`config.mk`:
```
export PLATFORM = sky130hd
export DESIGN_NAME = midi_track_event_encoder
export DESIGN_NICKNAME = d
export VERILOG_FILES = /design/src/rtl/mte_pkg.sv /design/src/rtl/midi_track_event_encoder.sv /design/src/rtl/mte_fifo.sv /design/src/rtl/mte_front.sv /design/src/rtl/mte_back.sv
export SDC_FILE = /design/constraint.sdc
export NUM_CORES = 1
export LEC_CHECK = 0
export BUFFER_PORTS_ARGS = -buffer_cell sky130_fd_sc_hd__buf_2
export CAP_MARGIN = 30
export CORE_ASPECT_RATIO = 1.2
export CORE_MARGIN = 2
export CORE_UTILIZATION = 30
export DETAILED_ROUTE_END_ITERATION = 16
export GPL_TIMING_DRIVEN = 0
export PLACE_DENSITY = 0.57
export SYNTH_ARGS = -nofsm -noshare
export SYNTH_HDL_FRONTEND = slang
export SYNTH_HIERARCHICAL = 1
export SYNTH_SLANG_ARGS = --single-unit
```
`constraint.sdc`:
```
create_clock -name clk -period 9.35 [get_ports clk]
set_input_delay 1.4025 -clock clk [delete_from_list [all_inputs] [get_ports clk]]
set_output_delay 1.4025 -clock clk [all_outputs]
set_load 0.01 [all_outputs]
```
`src/rtl/mte_pkg.sv`:
```
// Shared types and constants for the MIDI track event encoder.
// No dependencies; imported by every module of the block except mte_fifo.
`default_nettype none

package mte_pkg;

	// Most bytes a single event can produce: 4 delta, 1 status, 2 data
	localparam int unsigned MaxBytes = 7;

	// End-of-track meta event bytes
	localparam logic [7:0] MetaStatus = 8'hFF;
	localparam logic [7:0] MetaEndOfTrack = 8'h2F;
	localparam logic [7:0] MetaLength = 8'h00;

	// Status high-nibble codes that matter for message length
	localparam logic [3:0] NibProgChange = 4'hC;
	localparam logic [3:0] NibChanPress = 4'hD;
	localparam logic [3:0] NibSystem = 4'hF;

	// VLQ continuation flag
	localparam logic VlqMore = 1'b1;

	// Pre-built event: bytes in emission order, count and oversize flag
	typedef struct packed {
		logic [MaxBytes-1:0][7:0] bytes;
		logic [2:0] nbytes;
		logic big;
	} mte_desc_t;

endpackage

`default_nettype wire

```
`src/rtl/midi_track_event_encoder.sv`:
```
// Timing: an accepted transaction is written to the event queue; its first byte
// then passes through the output register. Throughput: one byte per cycle while
// byte_ready holds; an event is 2 to 7 bytes; a dropped status yields no bytes.
// The input stays open while the QUEUE_DEPTH-entry event queue has room.
// Reset (arst_n low, asynchronous): tick, running status and byte count clear.
// Depends on mte_pkg, mte_front, mte_fifo, mte_back.
`default_nettype none

module midi_track_event_encoder #(
	parameter int unsigned QUEUE_DEPTH = 2
) (
	input  wire logic        clk,
	input  wire logic        arst_n,
	input  wire logic        msg_valid,
	output logic             msg_ready,
	input  wire logic        req_type,
	input  wire logic [7:0]  status,
	input  wire logic [7:0]  data_first,
	input  wire logic [7:0]  data_second,
	input  wire logic [31:0] event_tick,
	output logic             byte_valid,
	input  wire logic        byte_ready,
	output logic [7:0]       out_byte,
	output logic             last_byte,
	output logic [31:0]      track_bytes,
	output logic             delta_too_big
);

	import mte_pkg::*;

	logic push, pop, full, head_valid;
	mte_desc_t push_desc, head_desc;

	assign msg_ready = !full;

	mte_front u_front (
		.clk        (clk),
		.arst_n     (arst_n),
		.accept     (msg_valid && msg_ready),
		.req_type   (req_type),
		.status     (status),
		.data_first (data_first),
		.data_second(data_second),
		.event_tick (event_tick),
		.push       (push),
		.push_desc  (push_desc)
	);

	mte_fifo #(
		.WIDTH($bits(mte_desc_t)),
		.DEPTH(QUEUE_DEPTH)
	) u_queue (
		.clk      (clk),
		.arst_n   (arst_n),
		.push     (push),
		.push_data(push_desc),
		.full     (full),
		.pop      (pop),
		.head_data(head_desc),
		.nonempty (head_valid)
	);

	mte_back u_back (
		.clk          (clk),
		.arst_n       (arst_n),
		.head_valid   (head_valid),
		.head_desc    (head_desc),
		.pop          (pop),
		.byte_valid   (byte_valid),
		.byte_ready   (byte_ready),
		.out_byte     (out_byte),
		.last_byte    (last_byte),
		.track_bytes  (track_bytes),
		.delta_too_big(delta_too_big)
	);

`ifndef NO_ASSERTIONS
	// queue never written while full
	a_no_overflow: assert property (@(posedge clk) disable iff (!arst_n)
		push |-> !full)
		else $error("event queue overflow");

	// a byte that does not end its event is followed at once by the next one
	a_event_contiguous: assert property (@(posedge clk) disable iff (!arst_n)
		byte_valid && byte_ready && !last_byte |=> byte_valid)
		else $error("event bytes not contiguous");

	// consecutive output bytes carry consecutive track counts
	a_count_step: assert property (@(posedge clk) disable iff (!arst_n)
		byte_valid && byte_ready |=> !byte_valid || (track_bytes == $past(track_bytes) + 32'd1))
		else $error("track byte count skipped");

	// queue only drains an entry that exists
	a_pop_valid: assert property (@(posedge clk) disable iff (!arst_n)
		pop |-> head_valid)
		else $error("pop from empty queue");
`endif

endmodule

`default_nettype wire

```
`src/rtl/mte_fifo.sv`:
```
// Small register queue between the event classifier and the byte serializer.
// Generic in width and depth; head entry is visible without popping.
`default_nettype none

module mte_fifo #(
	parameter int unsigned WIDTH = 60,
	parameter int unsigned DEPTH = 2
) (
	input  wire logic             clk,
	input  wire logic             arst_n,
	input  wire logic             push,
	input  wire logic [WIDTH-1:0] push_data,
	output logic                  full,
	input  wire logic             pop,
	output logic [WIDTH-1:0]      head_data,
	output logic                  nonempty
);

	localparam int unsigned AW = (DEPTH > 1) ? $clog2(DEPTH) : 1;
	localparam int unsigned CW = $clog2(DEPTH + 1);

	logic [WIDTH-1:0] mem_q [DEPTH];
	logic [AW-1:0] wr_ptr_q;
	logic [AW-1:0] rd_ptr_q;
	logic [CW-1:0] count_q;

	assign full = (count_q == CW'(DEPTH));
	assign nonempty = (count_q != '0);
	assign head_data = mem_q[rd_ptr_q];

	// storage, no reset needed
	always_ff @(posedge clk) begin
		if (push) begin
			mem_q[wr_ptr_q] <= push_data;
		end
	end

	// pointers and occupancy
	always_ff @(posedge clk or negedge arst_n) begin
		if (!arst_n) begin
			wr_ptr_q <= '0;
			rd_ptr_q <= '0;
			count_q <= '0;
		end else begin
			if (push) begin
				wr_ptr_q <= (wr_ptr_q == AW'(DEPTH - 1)) ? '0 : wr_ptr_q + AW'(1);
			end
			if (pop) begin
				rd_ptr_q <= (rd_ptr_q == AW'(DEPTH - 1)) ? '0 : rd_ptr_q + AW'(1);
			end
			unique case ({push, pop})
				2'b10: count_q <= count_q + CW'(1);
				2'b01: count_q <= count_q - CW'(1);
				default: count_q <= count_q;
			endcase
		end
	end

endmodule

`default_nettype wire

```
`src/rtl/mte_front.sv`:
```
// Front end: accepts timed messages, drops unsupported statuses, computes the
// tick delta and running status, and builds the byte list. Uses mte_pkg.
`default_nettype none

module mte_front (
	input  wire logic       clk,
	input  wire logic       arst_n,
	input  wire logic       accept,
	input  wire logic       req_type,
	input  wire logic [7:0] status,
	input  wire logic [7:0] data_first,
	input  wire logic [7:0] data_second,
	input  wire logic [31:0] event_tick,
	output logic            push,
	output mte_pkg::mte_desc_t push_desc
);

	import mte_pkg::*;

	logic [31:0] last_tick_q;
	logic [7:0] running_status_q;

	logic [7:0] st, d1, d2;
	logic keep, three;
	logic [31:0] delta;
	logic [3:0][6:0] grp;
	logic [2:0] nv;
	logic [2:0] pos;
	logic [MaxBytes-1:0][7:0] buf_b;

	// classify the request
	always_comb begin
		if (req_type) begin
			st = MetaStatus;
			d1 = MetaEndOfTrack;
			d2 = MetaLength;
			keep = 1'b1;
			three = 1'b1;
		end else begin
			st = status;
			d1 = data_first;
			d2 = data_second;
			keep = status[7] && (status[7:4] != NibSystem);
			three = (status[7:4] != NibProgChange) && (status[7:4] != NibChanPress);
		end
	end

	// tick delta split into 7-bit groups, most significant in grp[3]
	assign delta = event_tick - last_tick_q;
	assign grp = delta[27:0];

	always_comb begin
		priority if (|delta[27:21]) nv = 3'd4;
		else if (|delta[20:14]) nv = 3'd3;
		else if (|delta[13:7]) nv = 3'd2;
		else nv = 3'd1;
	end

	// assemble bytes in emission order
	always_comb begin
		buf_b = '0;
		for (int i = 0; i < 4; i++) begin
			if (3'(i) < nv) begin
				buf_b[i] = {(3'(i) != nv - 3'd1) ? VlqMore : ~VlqMore,
					grp[2'(nv - 3'd1 - 3'(i))]};
			end
		end
		pos = nv;
		if (st != running_status_q) begin
			buf_b[pos] = st;
			pos = pos + 3'd1;
		end
		buf_b[pos] = d1;
		pos = pos + 3'd1;
		if (three) begin
			buf_b[pos] = d2;
			pos = pos + 3'd1;
		end
	end

	assign push = accept && keep;
	assign push_desc.bytes = buf_b;
	assign push_desc.nbytes = pos;
	assign push_desc.big = |delta[31:28];

	// encoder state follows every kept transaction
	always_ff @(posedge clk or negedge arst_n) begin
		if (!arst_n) begin
			last_tick_q <= '0;
			running_status_q <= '0;
		end else if (push) begin
			last_tick_q <= event_tick;
			running_status_q <= st;
		end
	end

endmodule

`default_nettype wire

```
`src/rtl/mte_back.sv`:
```
// Back end: walks the queued event into the output register one byte per cycle
// while that register is free, and keeps the track byte count. Uses mte_pkg.
`default_nettype none

module mte_back (
	input  wire logic       clk,
	input  wire logic       arst_n,
	input  wire logic       head_valid,
	input  wire mte_pkg::mte_desc_t head_desc,
	output logic            pop,
	output logic            byte_valid,
	input  wire logic       byte_ready,
	output logic [7:0]      out_byte,
	output logic            last_byte,
	output logic [31:0]     track_bytes,
	output logic            delta_too_big
);

	import mte_pkg::*;

	logic [2:0] idx_q;
	logic byte_valid_q;
	logic [31:0] count_q;
	logic [7:0] byte_q;
	logic last_q;
	logic big_q;
	logic load;
	logic at_last;

	// output register is free when empty or being taken
	assign load = !byte_valid_q || byte_ready;
	assign at_last = (idx_q == head_desc.nbytes - 3'd1);
	assign pop = load && head_valid && at_last;

	always_ff @(posedge clk or negedge arst_n) begin
		if (!arst_n) begin
			idx_q <= '0;
			byte_valid_q <= 1'b0;
			count_q <= '0;
		end else if (load) begin
			byte_valid_q <= head_valid;
			if (head_valid) begin
				count_q <= count_q + 32'd1;
				idx_q <= at_last ? 3'd0 : idx_q + 3'd1;
			end
		end
	end

	// payload of the output register
	always_ff @(posedge clk) begin
		if (load && head_valid) begin
			byte_q <= head_desc.bytes[idx_q];
			last_q <= at_last;
			big_q <= head_desc.big;
		end
	end

	assign byte_valid = byte_valid_q;
	assign out_byte = byte_q;
	assign last_byte = last_q;
	assign track_bytes = count_q;
	assign delta_too_big = big_q;

endmodule

`default_nettype wire
```
==> summary.md <==
| Metric | Value |
|---|---|
| DP HPWL | 31.0 mm |
| Clk_skew | 0.0248 ns |
| Synth Instances | 1267 |
| Die Y | 237 um |
| Transition time of the tightest slew-check pin | 0.908 ns |
| Global Route Usage Sum | 17.1% |
| Ys async rst share | 38.1% |
| Worst EP required | 9.65 ns |
| 1st-pass router iterations | 5 |
| Vias in the first global route | 10500 |
| Drt drc | 0 |
| Max-Cap Viols | 0 |
| EDFF count, synth | 130 |
| Most frequent cells in the layout | buf_2, edfxtp_1, nand2_1 |
| Gr ovfl total | 0 |
| Critical path's top delay family | simple AND/OR/NAND/NOR gates |
| Finished Core Util | 35.1% |
| Final nets | 1505 |
| Mapped Area | 13500 sq um |
| Power consumption | 5.15 mW |
| VDD IR-drop max | 146 uV |
| Mean area per synthesized cell | 10.7 sq um |
| Status | finished clean |
| Synth Flop Type | edfxtp_1 |
| Clk Latency, worst-skew pair | 0.54 ns |
| Worst-path cell chain | buf_2, inv_1, ha_1, fa_1, nand2b_1, a21oi_2, o21ai_2, xor2_1, nand2_1, or4_1, nor3_2, a211oi_1, ha_1, clkbuf_1, inv_1, nor2_1, a21oi_1, ha_1, xor2_2, xnor2_4, nor4_2, a21oi_1, o21ai_0 |
| Share of layout cells above drive strength 1 | 23.4% |
| Yosys cell types | 101 |
| Clock buffer count from CTS | 24 |
| IO buf count | 104 |
| Final ANT Viol Nets | 0 |
| # IOs | 105 |
| RSZ-0062 raised after global routing | no |
| DR iter-0 viols | 721 |
| FF+latch count, synth | 210 |
| Site Rows | 85 |
| Fin. Hold Viols | 0 |
| Slew Limit Fails | 0 |
| Type of the worst setup path | input pin to register |
| Chip width | 198 um |
| Post-Route Setup TNS | 0 ns |
| CP Launch Type | input pin |
| Post-Syn Nets | 1371 |
| Largest net degree at the start of global routing | 61 |
| Setup Fix Bufs, Post-CTS | 0 |
| PostCTS Resize Cnt | 0 |
| Routed wire length | 40.1 mm |
| Clock sinks | 210 |
| Placer Congestion | 0.916 |
| Pwr dens | 329 nW/um^2 |
| Sequential share of the synthesized area | 43.7% |
| GR Layer Usage met3 | 2.14% |
| Setup violators final | 0 |
| Max_slew headroom | 39.1% |
| Detailed-route via count | 10400 |
| Wire per inst | 20.2 um |
| Syn. warnings | 6 |
| Core box area | 44700 sq um |
| Fmax | 0.136 GHz |
| Lkg Pwr | 6.21 nW |
| Met1 Track Usage GR | 20.0% |
| CP most frequent cell | ha_1 |
| Grt peak-use layer | met2 |
| Critical-path top delay cell | nor4_2 |
| H-tree levels | 1 |
| CP Buf/Inv Count | 4 |
| Crit-path max FO | 10 |
| CP arrival | 7.66 ns |
| Clock Tree Root | clkbuf_16 |
| Area Growth Syn to Fin | 15.9% |
| Max incr delay on CP | 0.65 ns |
| Clock transition at the registers of the reported paths | 0.06 ns |
| First-pass GRT wire length | 61.7 mm |
| Worst Setup End Kind | register |
| # hold bufs at CTS | 0 |
| Total die area | 46800 sq um |
| CTS tree | yes |
| Initial Utilization | 30.3% |
| Maximum root-to-sink buffer count | 3 |
| Initial antenna violation count | 3 |
| Vias/cell | 5.22 |
| Final Critical Period | 7.36 ns |
| Worst Hold Class | register to register |
| Period utilization | 78.7% |
| GR met2 Demand/Resource | 31.3% |
[state kept, by name, summed over array words and instances, names as in the netlist]
name                      flops
u_back/byte_valid             1
u_back/delta_too_big          1
u_back/idx_q                  3
u_back/last_byte              1
u_back/out_byte               8
u_back/track_bytes           32
u_front/last_tick_q          32
u_front/running_status_q      8
u_queue/count_q               2
u_queue/mem_q               120
u_queue/rd_ptr_q              1
u_queue/wr_ptr_q              1
[per-stage QoR]
stage	instance area, sq um	cells	setup WS (ns)	hold WS [ns]
5_1_grt	15700	1985	1.59	0.488
4_1_cts	15700	1984	2.13	0.465
3_5_place_dp	14800	1940	1.57	0.452
6_report	15700	1985	1.99	0.460
2_1_floorplan	13500	1267	2.67	0.447
3_3_place_gp	14800	1936	1.08	0.453
[layer usage]
| metal | share of wire, % | wire length, um |
|---|---|---|
| met5 | 0.045 | 18 |
| met4 | 4.2 | 1690 |
| met3 | 4.3 | 1730 |
| met2 | 52 | 20800 |
| met1 | 40 | 15800 |
[cell families after synthesis]
logic type      count (synthesis)  share of synthesized area, %
simple gates                  396                          15.3
compound gates                309                          15.7
flops                         210                          43.7
buf+inv                       122                          4.61
mux                           118                          11.8
xor+xnor                       69                          4.90
fa+ha+maj                      43                          4.03
[cell type report]
type | count | area [sq um]
Antenna cell | 1 | 2.50
Sequential cell | 210 | 5910
Buffer | 63 | 397
Clock buffer | 28 | 637
Inverter | 59 | 226
Clock inverter | 16 | 201
Multi-Input combinational cell | 935 | 7010
Timing Repair Buffer | 108 | 596
Tap cell | 565 | 707
Fill cell | 4546 | 29000
[Yosys cell counts, types with 5 or more instances]
cell | number | area [sq um]
a211oi_1 | 14 | 105
a21o_1 | 10 | 75.1
a21oi_1 | 58 | 290
a221o_1 | 7 | 70.1
a22oi_1 | 15 | 113
a2bb2oi_1 | 6 | 52.6
a31oi_1 | 6 | 37.5
and2_1 | 7 | 43.8
and3_1 | 8 | 50.1
and4_1 | 6 | 52.6
buf_12 | 6 | 120
buf_2 | 26 | 130
clkbuf_1 | 23 | 86.3
dfrtp_1 | 80 | 2000
edfxtp_1 | 130 | 3900
ha_1 | 42 | 526
inv_1 | 55 | 206
mux2_2 | 14 | 158
mux2_4 | 59 | 886
mux2i_1 | 37 | 370
mux4_2 | 8 | 180
nand2_1 | 120 | 450
nand2b_1 | 18 | 113
nand3_1 | 32 | 160
nand4_1 | 15 | 93.8
nor2_1 | 91 | 342
nor2b_1 | 7 | 43.8
nor3_1 | 26 | 130
nor3_2 | 5 | 50.1
nor4_2 | 10 | 125
o211ai_1 | 14 | 105
o21a_1 | 13 | 97.6
o21ai_0 | 78 | 390
o21ai_1 | 6 | 30.0
o22ai_1 | 21 | 131
or2_2 | 7 | 43.8
or3_1 | 12 | 75.1
xnor2_1 | 44 | 385
xor2_1 | 21 | 184
[path summary, 6_finish.rpt]
check	from	endpoint	slack [ns]	depth (start not counted)
max	event_tick[0]	u_queue/mem_q[0][6]	1.99	23
min	u_back/track_bytes[31]	u_back/track_bytes[31]	0.46	1
max reg2reg	u_front/last_tick_q[0]	u_queue/mem_q[0][6]	2.66	21
min reg2reg	u_back/track_bytes[31]	u_back/track_bytes[31]	0.46	1
max in group asynchronous	arst_n	u_front/last_tick_q[30]	7.94	2
min in group asynchronous	arst_n	u_back/track_bytes[25]	0.76	1
[power by group]
group | internal [mW] | switching (mW)
registers | 1.41 | 0.0956
clock network | 0.603 | 0.405
logic | 1.08 | 1.57
total | 3.08 | 2.07
Power figures use the tool's default switching activity.
